--- src/design/cse_pkg.sv ---
// shared widths, constants and the status struct of the cosine similarity engine
// no dependencies; imported by cse_root, cosine_similarity_engine_top, cse_checker and tb
`default_nettype none

package cse_pkg;

    localparam int SUM_W  = 48;   // running sums
    localparam int HALF_W = 24;   // operand width of the shared multiplier
    localparam int PROD_W = 96;   // sumA*sumB and dot*dot
    localparam int WIDE_W = 128;  // compare domain of the root search
    localparam int COS_W  = 17;   // cosine, 16 fraction bits

    localparam logic [COS_W-1:0] ONE_FIX = 17'h10000;

    typedef struct packed {
        logic             done;
        logic [COS_W-1:0] cosine;
    } root_status_t;

endpackage

`default_nettype wire

--- src/design/cse_mul.sv ---
// shared 24x24 unsigned multiplier with a registered product
// no dependencies
`default_nettype none

module cse_mul (
    input  wire logic        clk,
    input  wire logic [23:0] op_x,
    input  wire logic [23:0] op_y,
    output logic      [47:0] prod
);

    logic [47:0] prod_reg;

    always_ff @(posedge clk)
    begin
        prod_reg <= op_x * op_y;
    end

    assign prod = prod_reg;

endmodule

`default_nettype wire

--- src/design/cse_root.sv ---
// bit-serial search for the largest c <= 1.0 with c*c*p <= r * 2^32
// uses one shift/add/compare unit, with a trial step and a decide step per result bit; depends on cse_pkg
`default_nettype none

module cse_root
    import cse_pkg::*;
(
    input  wire logic              clk,
    input  wire logic              rst_n,
    input  wire logic              start,
    input  wire logic [PROD_W-1:0] p_value,   // sumA * sumB
    input  wire logic [PROD_W-1:0] r_value,   // dot * dot
    output root_status_t           status
);

    logic [WIDE_W-1:0] q_reg, q_next;     // c*c*p
    logic [WIDE_W-1:0] ms_reg, ms_next;   // c*p shifted to the current bit
    logic [WIDE_W-1:0] ps_reg, ps_next;   // p shifted to the square of the current bit
    logic [PROD_W-1:0] r_reg, r_next;
    logic [WIDE_W+1:0] t_reg, t_next;     // trial square times p
    logic [COS_W-1:0]  c_reg, c_next;
    logic [COS_W-1:0]  mask_reg, mask_next;
    logic              phase_reg, phase_next;
    logic              busy_reg, busy_next;
    logic              done_reg, done_next;
    logic              fits;

    assign fits = (t_reg <= {2'b00, r_reg, 32'd0});

    always_comb
    begin
        q_next     = q_reg;
        ms_next    = ms_reg;
        ps_next    = ps_reg;
        r_next     = r_reg;
        t_next     = t_reg;
        c_next     = c_reg;
        mask_next  = mask_reg;
        phase_next = phase_reg;
        busy_next  = busy_reg;
        done_next  = 1'b0;
        if (start)
        begin
            q_next     = '0;
            ms_next    = '0;
            ps_next    = {p_value, 32'd0};
            r_next     = r_value;
            c_next     = '0;
            mask_next  = ONE_FIX;
            phase_next = 1'b0;
            busy_next  = 1'b1;
        end
        else if (busy_reg)
        begin
            if (!phase_reg)
            begin
                t_next     = {2'b00, q_reg} + {2'b00, ms_reg} + {2'b00, ps_reg};
                phase_next = 1'b1;
            end
            else
            begin
                // (c + m)^2 p = c^2 p + 2cmp + m^2 p
                if (fits)
                begin
                    q_next  = t_reg[WIDE_W-1:0];
                    ms_next = (ms_reg >> 1) + ps_reg;
                    c_next  = c_reg | mask_reg;
                end
                else
                begin
                    ms_next = ms_reg >> 1;
                end
                ps_next    = ps_reg >> 2;
                mask_next  = mask_reg >> 1;
                phase_next = 1'b0;
                // a fit at 1.0 is the cap
                if (mask_reg[0] || (fits && mask_reg[COS_W-1]))
                begin
                    busy_next = 1'b0;
                    done_next = 1'b1;
                end
            end
        end
    end

    always_ff @(posedge clk or negedge rst_n)
    begin
        if (!rst_n)
        begin
            phase_reg <= 1'b0;
            busy_reg  <= 1'b0;
            done_reg  <= 1'b0;
        end
        else
        begin
            phase_reg <= phase_next;
            busy_reg  <= busy_next;
            done_reg  <= done_next;
        end
    end

    always_ff @(posedge clk)
    begin
        q_reg    <= q_next;
        ms_reg   <= ms_next;
        ps_reg   <= ps_next;
        r_reg    <= r_next;
        t_reg    <= t_next;
        c_reg    <= c_next;
        mask_reg <= mask_next;
    end

    assign status.done   = done_reg;
    assign status.cosine = c_reg;

    a_one_bit_under_test: assert property (@(posedge clk) disable iff (!rst_n)
        busy_reg |-> $onehot(mask_reg))
        else $error("search mask is not one-hot");

    a_done_ends_search: assert property (@(posedge clk) disable iff (!rst_n)
        done_reg |-> !busy_reg)
        else $error("done raised while search still running");

    a_result_capped: assert property (@(posedge clk) disable iff (!rst_n)
        done_reg |-> (c_reg <= ONE_FIX))
        else $error("cosine above 1.0");

    a_square_bounded: assert property (@(posedge clk) disable iff (!rst_n)
        (busy_reg && !phase_reg && !start) |-> (q_reg <= {r_reg, 32'd0}))
        else $error("accepted square exceeds bound");

endmodule

`default_nettype wire

--- src/design/cosine_similarity_engine_top.sv ---
// cosine similarity engine top: accumulators, sequencer and output register
// depends on cse_pkg, cse_mul and cse_root
//
// channel   dir   handshake                      payload
// s_axis    in    s_axis_tvalid / s_axis_tready  tdata: a_value, b_value; tlast: last
// m_axis    out   m_axis_tvalid / m_axis_tready  tdata: cosine; tuser: zero_norm
//
// an element pair steps through the accepting state, then a*b, a*a, b*b and the last add
// the last pair adds a norm check, 8 partial products, a trial and a decide step per result bit for 17 bits
// and control; the search ends early when the result caps at 1.0 and is skipped when a norm is zero
// reset clears the sums, the sequencer and the output valid
// a waiting result item does not stop accumulation of the next vector;
// only a new result waits until the output register is free
`default_nettype none

module cosine_similarity_engine_top
    import cse_pkg::*;
(
    input  wire logic        clk,
    input  wire logic        rst_n,
    input  wire logic        s_axis_tvalid,
    output logic             s_axis_tready,
    input  wire logic [31:0] s_axis_tdata,   // [15:0] a_value, [31:16] b_value
    input  wire logic        s_axis_tlast,   // last
    output logic             m_axis_tvalid,
    input  wire logic        m_axis_tready,
    output logic      [23:0] m_axis_tdata,   // [16:0] cosine, [23:17] zero
    output logic             m_axis_tuser    // [0] zero_norm
);

    localparam logic [3:0] ST_IDLE  = 4'd0;
    localparam logic [3:0] ST_MAB   = 4'd1;
    localparam logic [3:0] ST_MAA   = 4'd2;
    localparam logic [3:0] ST_MBB   = 4'd3;
    localparam logic [3:0] ST_ABB   = 4'd4;
    localparam logic [3:0] ST_CHECK = 4'd5;
    localparam logic [3:0] ST_PROD  = 4'd6;
    localparam logic [3:0] ST_PLAST = 4'd7;
    localparam logic [3:0] ST_START = 4'd8;
    localparam logic [3:0] ST_ROOT  = 4'd9;
    localparam logic [3:0] ST_OUT   = 4'd10;

    function automatic logic [SUM_W-1:0] sat_add(input logic [SUM_W-1:0] s,
                                                 input logic [SUM_W-1:0] x);
        logic [SUM_W:0] t;
        t = {1'b0, s} + {1'b0, x};
        return t[SUM_W] ? {SUM_W{1'b1}} : t[SUM_W-1:0];
    endfunction

    logic [3:0]        state_reg, state_next;
    logic [14:0]       a_reg, a_next;
    logic [14:0]       b_reg, b_next;
    logic              last_reg, last_next;
    logic [SUM_W-1:0]  dot_reg, dot_next;
    logic [SUM_W-1:0]  sa_reg, sa_next;
    logic [SUM_W-1:0]  sb_reg, sb_next;
    logic [2:0]        idx_reg, idx_next;
    logic [2:0]        tag_reg, tag_next;
    logic              tag_vld_reg, tag_vld_next;
    logic [PROD_W-1:0] p_reg, p_next;
    logic [PROD_W-1:0] r_reg, r_next;
    logic [COS_W-1:0]  res_cos_reg, res_cos_next;
    logic              res_zero_reg, res_zero_next;
    logic              out_vld_reg, out_vld_next;
    logic [COS_W-1:0]  out_cos_reg, out_cos_next;
    logic              out_zero_reg, out_zero_next;

    logic [HALF_W-1:0] op_x, op_y;
    logic [47:0]       prod;
    logic [SUM_W-1:0]  wx, wy;
    logic [PROD_W-1:0] prod_shifted;
    logic              root_start;
    root_status_t      root_status;
    logic              in_take;
    logic              out_free;

    cse_mul u_mul (
        .clk  (clk),
        .op_x (op_x),
        .op_y (op_y),
        .prod (prod)
    );

    cse_root u_root (
        .clk     (clk),
        .rst_n   (rst_n),
        .start   (root_start),
        .p_value (p_reg),
        .r_value (r_reg),
        .status  (root_status)
    );

    assign s_axis_tready = (state_reg == ST_IDLE);
    assign in_take       = s_axis_tvalid && s_axis_tready;
    assign out_free      = !out_vld_reg || m_axis_tready;
    assign root_start    = (state_reg == ST_START);

    // wide operand source: sums for sumA*sumB, dot for dot*dot
    assign wx = idx_reg[2] ? dot_reg : sa_reg;
    assign wy = idx_reg[2] ? dot_reg : sb_reg;

    always_comb
    begin
        case (state_reg)
            ST_MAB:
            begin
                op_x = {9'd0, a_reg};
                op_y = {9'd0, b_reg};
            end
            ST_MAA:
            begin
                op_x = {9'd0, a_reg};
                op_y = {9'd0, a_reg};
            end
            ST_MBB:
            begin
                op_x = {9'd0, b_reg};
                op_y = {9'd0, b_reg};
            end
            default:
            begin
                op_x = idx_reg[1] ? wx[SUM_W-1:HALF_W] : wx[HALF_W-1:0];
                op_y = idx_reg[0] ? wy[SUM_W-1:HALF_W] : wy[HALF_W-1:0];
            end
        endcase
    end

    always_comb
    begin
        case (tag_reg[1:0])
            2'b00:   prod_shifted = {48'd0, prod};
            2'b11:   prod_shifted = {prod, 48'd0};
            default: prod_shifted = {24'd0, prod, 24'd0};
        endcase
    end

    always_comb
    begin
        state_next    = state_reg;
        a_next        = a_reg;
        b_next        = b_reg;
        last_next     = last_reg;
        dot_next      = dot_reg;
        sa_next       = sa_reg;
        sb_next       = sb_reg;
        idx_next      = idx_reg;
        tag_next      = idx_reg;
        tag_vld_next  = (state_reg == ST_PROD);
        p_next        = p_reg;
        r_next        = r_reg;
        res_cos_next  = res_cos_reg;
        res_zero_next = res_zero_reg;
        out_vld_next  = out_vld_reg && !m_axis_tready;
        out_cos_next  = out_cos_reg;
        out_zero_next = out_zero_reg;

        // partial products land in the cycle after issue
        if (tag_vld_reg)
        begin
            if (tag_reg[2])
                r_next = r_reg + prod_shifted;
            else
                p_next = p_reg + prod_shifted;
        end

        case (state_reg)
            ST_IDLE:
            begin
                if (in_take)
                begin
                    // negative elements count as zero
                    a_next     = s_axis_tdata[15] ? 15'd0 : s_axis_tdata[14:0];
                    b_next     = s_axis_tdata[31] ? 15'd0 : s_axis_tdata[30:16];
                    last_next  = s_axis_tlast;
                    state_next = ST_MAB;
                end
            end
            ST_MAB:
            begin
                state_next = ST_MAA;
            end
            ST_MAA:
            begin
                dot_next   = sat_add(dot_reg, prod);
                state_next = ST_MBB;
            end
            ST_MBB:
            begin
                sa_next    = sat_add(sa_reg, prod);
                state_next = ST_ABB;
            end
            ST_ABB:
            begin
                sb_next    = sat_add(sb_reg, prod);
                state_next = last_reg ? ST_CHECK : ST_IDLE;
            end
            ST_CHECK:
            begin
                if ((sa_reg == '0) || (sb_reg == '0))
                begin
                    res_cos_next  = '0;
                    res_zero_next = 1'b1;
                    dot_next      = '0;
                    sa_next       = '0;
                    sb_next       = '0;
                    state_next    = ST_OUT;
                end
                else
                begin
                    p_next     = '0;
                    r_next     = '0;
                    idx_next   = '0;
                    state_next = ST_PROD;
                end
            end
            ST_PROD:
            begin
                idx_next = idx_reg + 3'd1;
                if (idx_reg == 3'd7)
                    state_next = ST_PLAST;
            end
            ST_PLAST:
            begin
                state_next = ST_START;
            end
            ST_START:
            begin
                dot_next   = '0;
                sa_next    = '0;
                sb_next    = '0;
                state_next = ST_ROOT;
            end
            ST_ROOT:
            begin
                if (root_status.done)
                begin
                    res_cos_next  = root_status.cosine;
                    res_zero_next = 1'b0;
                    state_next    = ST_OUT;
                end
            end
            ST_OUT:
            begin
                if (out_free)
                begin
                    out_vld_next  = 1'b1;
                    out_cos_next  = res_cos_reg;
                    out_zero_next = res_zero_reg;
                    state_next    = ST_IDLE;
                end
            end
            default:
            begin
                state_next = ST_IDLE;
            end
        endcase
    end

    always_ff @(posedge clk or negedge rst_n)
    begin
        if (!rst_n)
        begin
            state_reg   <= ST_IDLE;
            dot_reg     <= '0;
            sa_reg      <= '0;
            sb_reg      <= '0;
            tag_vld_reg <= 1'b0;
            out_vld_reg <= 1'b0;
        end
        else
        begin
            state_reg   <= state_next;
            dot_reg     <= dot_next;
            sa_reg      <= sa_next;
            sb_reg      <= sb_next;
            tag_vld_reg <= tag_vld_next;
            out_vld_reg <= out_vld_next;
        end
    end

    always_ff @(posedge clk)
    begin
        a_reg        <= a_next;
        b_reg        <= b_next;
        last_reg     <= last_next;
        idx_reg      <= idx_next;
        tag_reg      <= tag_next;
        p_reg        <= p_next;
        r_reg        <= r_next;
        res_cos_reg  <= res_cos_next;
        res_zero_reg <= res_zero_next;
        out_cos_reg  <= out_cos_next;
        out_zero_reg <= out_zero_next;
    end

    assign m_axis_tvalid = out_vld_reg;
    assign m_axis_tdata  = {7'd0, out_cos_reg};
    assign m_axis_tuser  = out_zero_reg;

endmodule

`default_nettype wire

--- config.mk ---
export PLATFORM = sky130hd
export DESIGN_NAME = cosine_similarity_engine_top
export DESIGN_NICKNAME = d
export VERILOG_FILES = /design/src/design/cse_pkg.sv /design/src/design/cse_mul.sv /design/src/design/cse_root.sv /design/src/design/cosine_similarity_engine_top.sv
export SDC_FILE = /design/constraint.sdc
export NUM_CORES = 2
export LEC_CHECK = 0
export BUFFER_PORTS_ARGS = -buffer_cell sky130_fd_sc_hd__buf_4
export CORE_ASPECT_RATIO = 0.6
export CORE_MARGIN = 8
export CORE_UTILIZATION = 23
export CTS_CLUSTER_DIAMETER = 60
export DETAILED_ROUTE_END_ITERATION = 6
export PLACE_DENSITY_LB_ADDON = 0.2
export REMOVE_ABC_BUFFERS = 1
export SLEW_MARGIN = 0
export SYNTH_ARGS = -nofsm -noshare
export SYNTH_HDL_FRONTEND = slang
export SYNTH_SLANG_ARGS = --single-unit
--- constraint.sdc ---
create_clock -name clk -period 20.7 [get_ports clk]
set_clock_uncertainty 0.15 [all_clocks]
set_input_delay 1.035 -clock clk [delete_from_list [all_inputs] [get_ports clk]]
set_output_delay 1.035 -clock clk [all_outputs]
set_load 0.005 [all_outputs]
==> summary.txt <==
CP endpoint kind -> flip-flop
Drt pass-1 iters -> 6
Final worst-path cycle share -> 0.555
Sequential-to-total area share from yosys stat -> 0.259
CP Launch Point -> state_reg[0]$_DFFE_PN0P_
Placed wire-length estimate -> 352000 µm
Setup violations, final -> 0
Initial antenna violation count -> 27
Critical path fanouts, max -> 17
FF-to-FF Start -> state_reg[0]$_DFFE_PN0P_
Relative slew slack -> 0.00605
CTS tree -> done
Post-synth EDFFs -> 392
Layout Utilization -> 0.258
WL/cell -> 23.6 µm
Largest net degree at the start of global routing -> 114
WP data arrival -> 12.12 ns
Outcome -> finished, violations left
Grt ovf -> 0
Max reg flops -> 130
Slowest cell on crit path -> o21ai_1
Die width -> 884 µm
Routed Antenna Nets -> 0
Vias per cell -> 5.07
Cell repeated most along the worst path -> fa_1
Vias -> 94.8k
Area grow syn2layout -> 11.8%
PortBufs -> 56
Worst setup path end -> u_mul.prod[47]$_DFF_P_
Crit path launch type -> flip-flop
Async set or reset register ratio after synthesis -> 0.138
CTS sink cnt -> 1110
Ys Warns -> 0
Worst skew pair latency -> 0.87 ns
DR iter-0 viols -> 9982
Clk Tree Root Cell -> clkbuf_16
Min Hold Slack -> 0.00552 ns
Chip Height -> 537 µm
Register-to-register setup slack -> 9.22 ns
Yosys cell types -> 98
Crit-path max cell delay -> 1.03 ns
Seq. cell area -> 26900 µm²
Core Box Area -> 451000 µm²
Routed wire length -> 441000 µm
Final Hold Viols -> 0
CTS resizes -> 0
Site Rows -> 191
Slew Limit Fails -> 0
Initial core utilization -> 0.231
Kind of critical path -> reg -> reg
RSZ-0062 raised after global routing -> no
Placed Cells -> 18.4k
Fill count -> 49.2k
Clock Pin Slew Worst Setup and Hold Paths -> 0.06 ns
DRC violations left -> 0
Tot GR Track Use -> 0.178
Cell area after synthesis -> 104000 µm²
Mean Syn Cell Area -> 8.09 µm²
I/O pin cnt -> 64
Post-layout nets -> 14.1k
Finished Layout Cells -> 18.7k
Data required, critical path -> 21.34 ns
Mapped Cells -> 12.9k
Max_cap viols -> 1
Cts hold-fix bufs -> 0
Area of the multi-input gates -> 71300 µm²
RePlAce Congestion -> 0.911
Failing checks -> max-capacitance violations
Fmax -> 87.1 MHz
Worst reg2reg path depth -> 30
CTS H-tree depth -> 4
Post-layout min period -> 11.48 ns
First-pass GRT wire length -> 636000 µm
Number of synthesized register bits -> 1110
Dominant synthesized flop cell -> dfxtp_1
Reg-to-reg endpoint -> u_mul.prod[47]$_DFF_P_
CTS Buffer Depth -> 4
Die ar. -> 474000 µm²
Post-CTS Setup Repair Bufs -> 0
Layout cells sized above 1 -> 0.0517
Worst min-delay path class -> in -> async
TritonCTS Buffers -> 163
Vias in the first global route -> 87.7k
Worst Tran Pin Value -> 1.48 ns
-- kinds of logic after synthesis --
logic type | after synthesis | share of synthesized area
adders and majority gates | 1481 | 0.214
DFF | 1110 | 0.259
other | 1 | 0.0000361
and+or+nand+nor | 4154 | 0.179
buffers and inverters | 1583 | 0.0576
AOI/OAI and AO/OA | 3725 | 0.218
xor gates and xnor gates | 707 | 0.0596
muxes | 96 | 0.0135
-- cell usage after synthesis, drive strengths merged (56+ instances only) --
library cell / number / area (µm²)
and3: 86 / 538
nand3: 254 / 1270
o211ai: 56 / 425
o21bai: 180 / 1350
inv: 881 / 3310
a31oi: 130 / 813
nand4: 286 / 1800
nand2b: 103 / 644
o21ai: 699 / 3500
a211oi: 145 / 1090
clkbuf: 635 / 2380
xnor2: 422 / 3700
ha: 991 / 12400
o21a: 96 / 721
a21oi: 1546 / 7740
edfxtp: 392 / 11800
dfxtp: 565 / 11300
buf: 66 / 298
and2: 111 / 694
dfrtp: 153 / 3830
nor2: 941 / 3530
nand2: 1885 / 7080
xor2: 285 / 2500
nor3: 145 / 742
nor4: 69 / 432
nor2b: 133 / 832
fa: 490 / 9810
a21o: 462 / 3470
-- layout make-up --
class                   instances  area share
multi-input cells           10170       0.614
flip-flops and latches       1110       0.232
well taps                    5983      0.0644
clock buffers                 205      0.0386
inverters                     882      0.0286
repair buffers                240      0.0158
clock inverters                87     0.00697
diodes                         10    0.000215
-- placed cells by master, fill, tap and decap left out, types with 41 or more instances in the layout --
cell       count
a211oi_1     144
a21o_1       462
a21oi_1     1536
a31oi_1      129
and2_1       105
and3_1        85
buf_4        237
clkbuf_16    171
dfrtp_1      153
dfxtp_1      565
edfxtp_1     392
fa_1         490
ha_1         990
inv_1        880
mux2i_1       47
nand2_1     1879
nand2b_1     101
nand3_1      254
nand4_1      285
nor2_1       934
nor2b_1      131
nor3_1       142
nor4_1        67
o211ai_1      55
o21a_1        96
o21ai_0      648
o21ai_1       46
o21bai_1     179
o22ai_1       42
o31ai_1       41
or3_1         47
xnor2_1      422
xor2_1       285
-- worst max-delay path, delay by kind of cell (launching register included) --
| family | cells | cell delay, ns |
|---|---|---|
| buffers and inverters | 4 | 0.37 |
| AND/OR/NAND/NOR | 4 | 1.21 |
| AO/OA/AOI/OAI | 12 | 4.93 |
| multiplexers | 1 | 0.26 |
| adder cells (fa/ha/maj) | 8 | 3.98 |
| flip-flops | 1 | 0.36 |
| XOR/XNOR | 1 | 0.14 |
-- worst min-delay path by stage --
stage | end | start | cells after the start | slack [ns]
after floorplan | m_axis_tuser$_DFFE_PP_ | res_zero_reg$_DFFE_PP_ | 0 | 0.25
after global placement | tag_reg[1]$_DFF_P_ | idx_reg[1]$_SDFFCE_PN0P_ | 0 | 0.21
after detailed placement | tag_reg[1]$_DFF_P_ | idx_reg[1]$_SDFFCE_PN0P_ | 0 | 0.22
after global routing | dot_reg[45]$_DFFE_PN0P_ | rst_n | 1 | 0.02
after CTS | dot_reg[44]$_DFFE_PN0P_ | rst_n | 1 | 0.006
final | dot_reg[45]$_DFFE_PN0P_ | rst_n | 1 | 0.006
-- routing by layer --
metal | share of wire | track usage | up-vias
met5 | 0.00017 | 0 | -
met3 | 0.094 | 0.0438 | 399
li1 | - | - | 44700
met1 | 0.55 | 0.303 | 46336
met2 | 0.34 | 0.212 | 3330
met4 | 0.017 | 0.0285 | 14
-- through the flow --
stage / cell area (µm²) / setup slack, ns / TNS (ns)
floorplan: 101000 / -9.84 / -1463.55
global placement: 111000 / 9.46 / 0
detailed placement: 111000 / 9.44 / 0
CTS: 116000 / 9.47 / 0
global route: 116000 / 8.90 / 0
finish: 116000 / 9.22 / 0
Power is not shown: default switching activity piles up to over one toggle a cycle in this logic, so the estimate is an artifact.
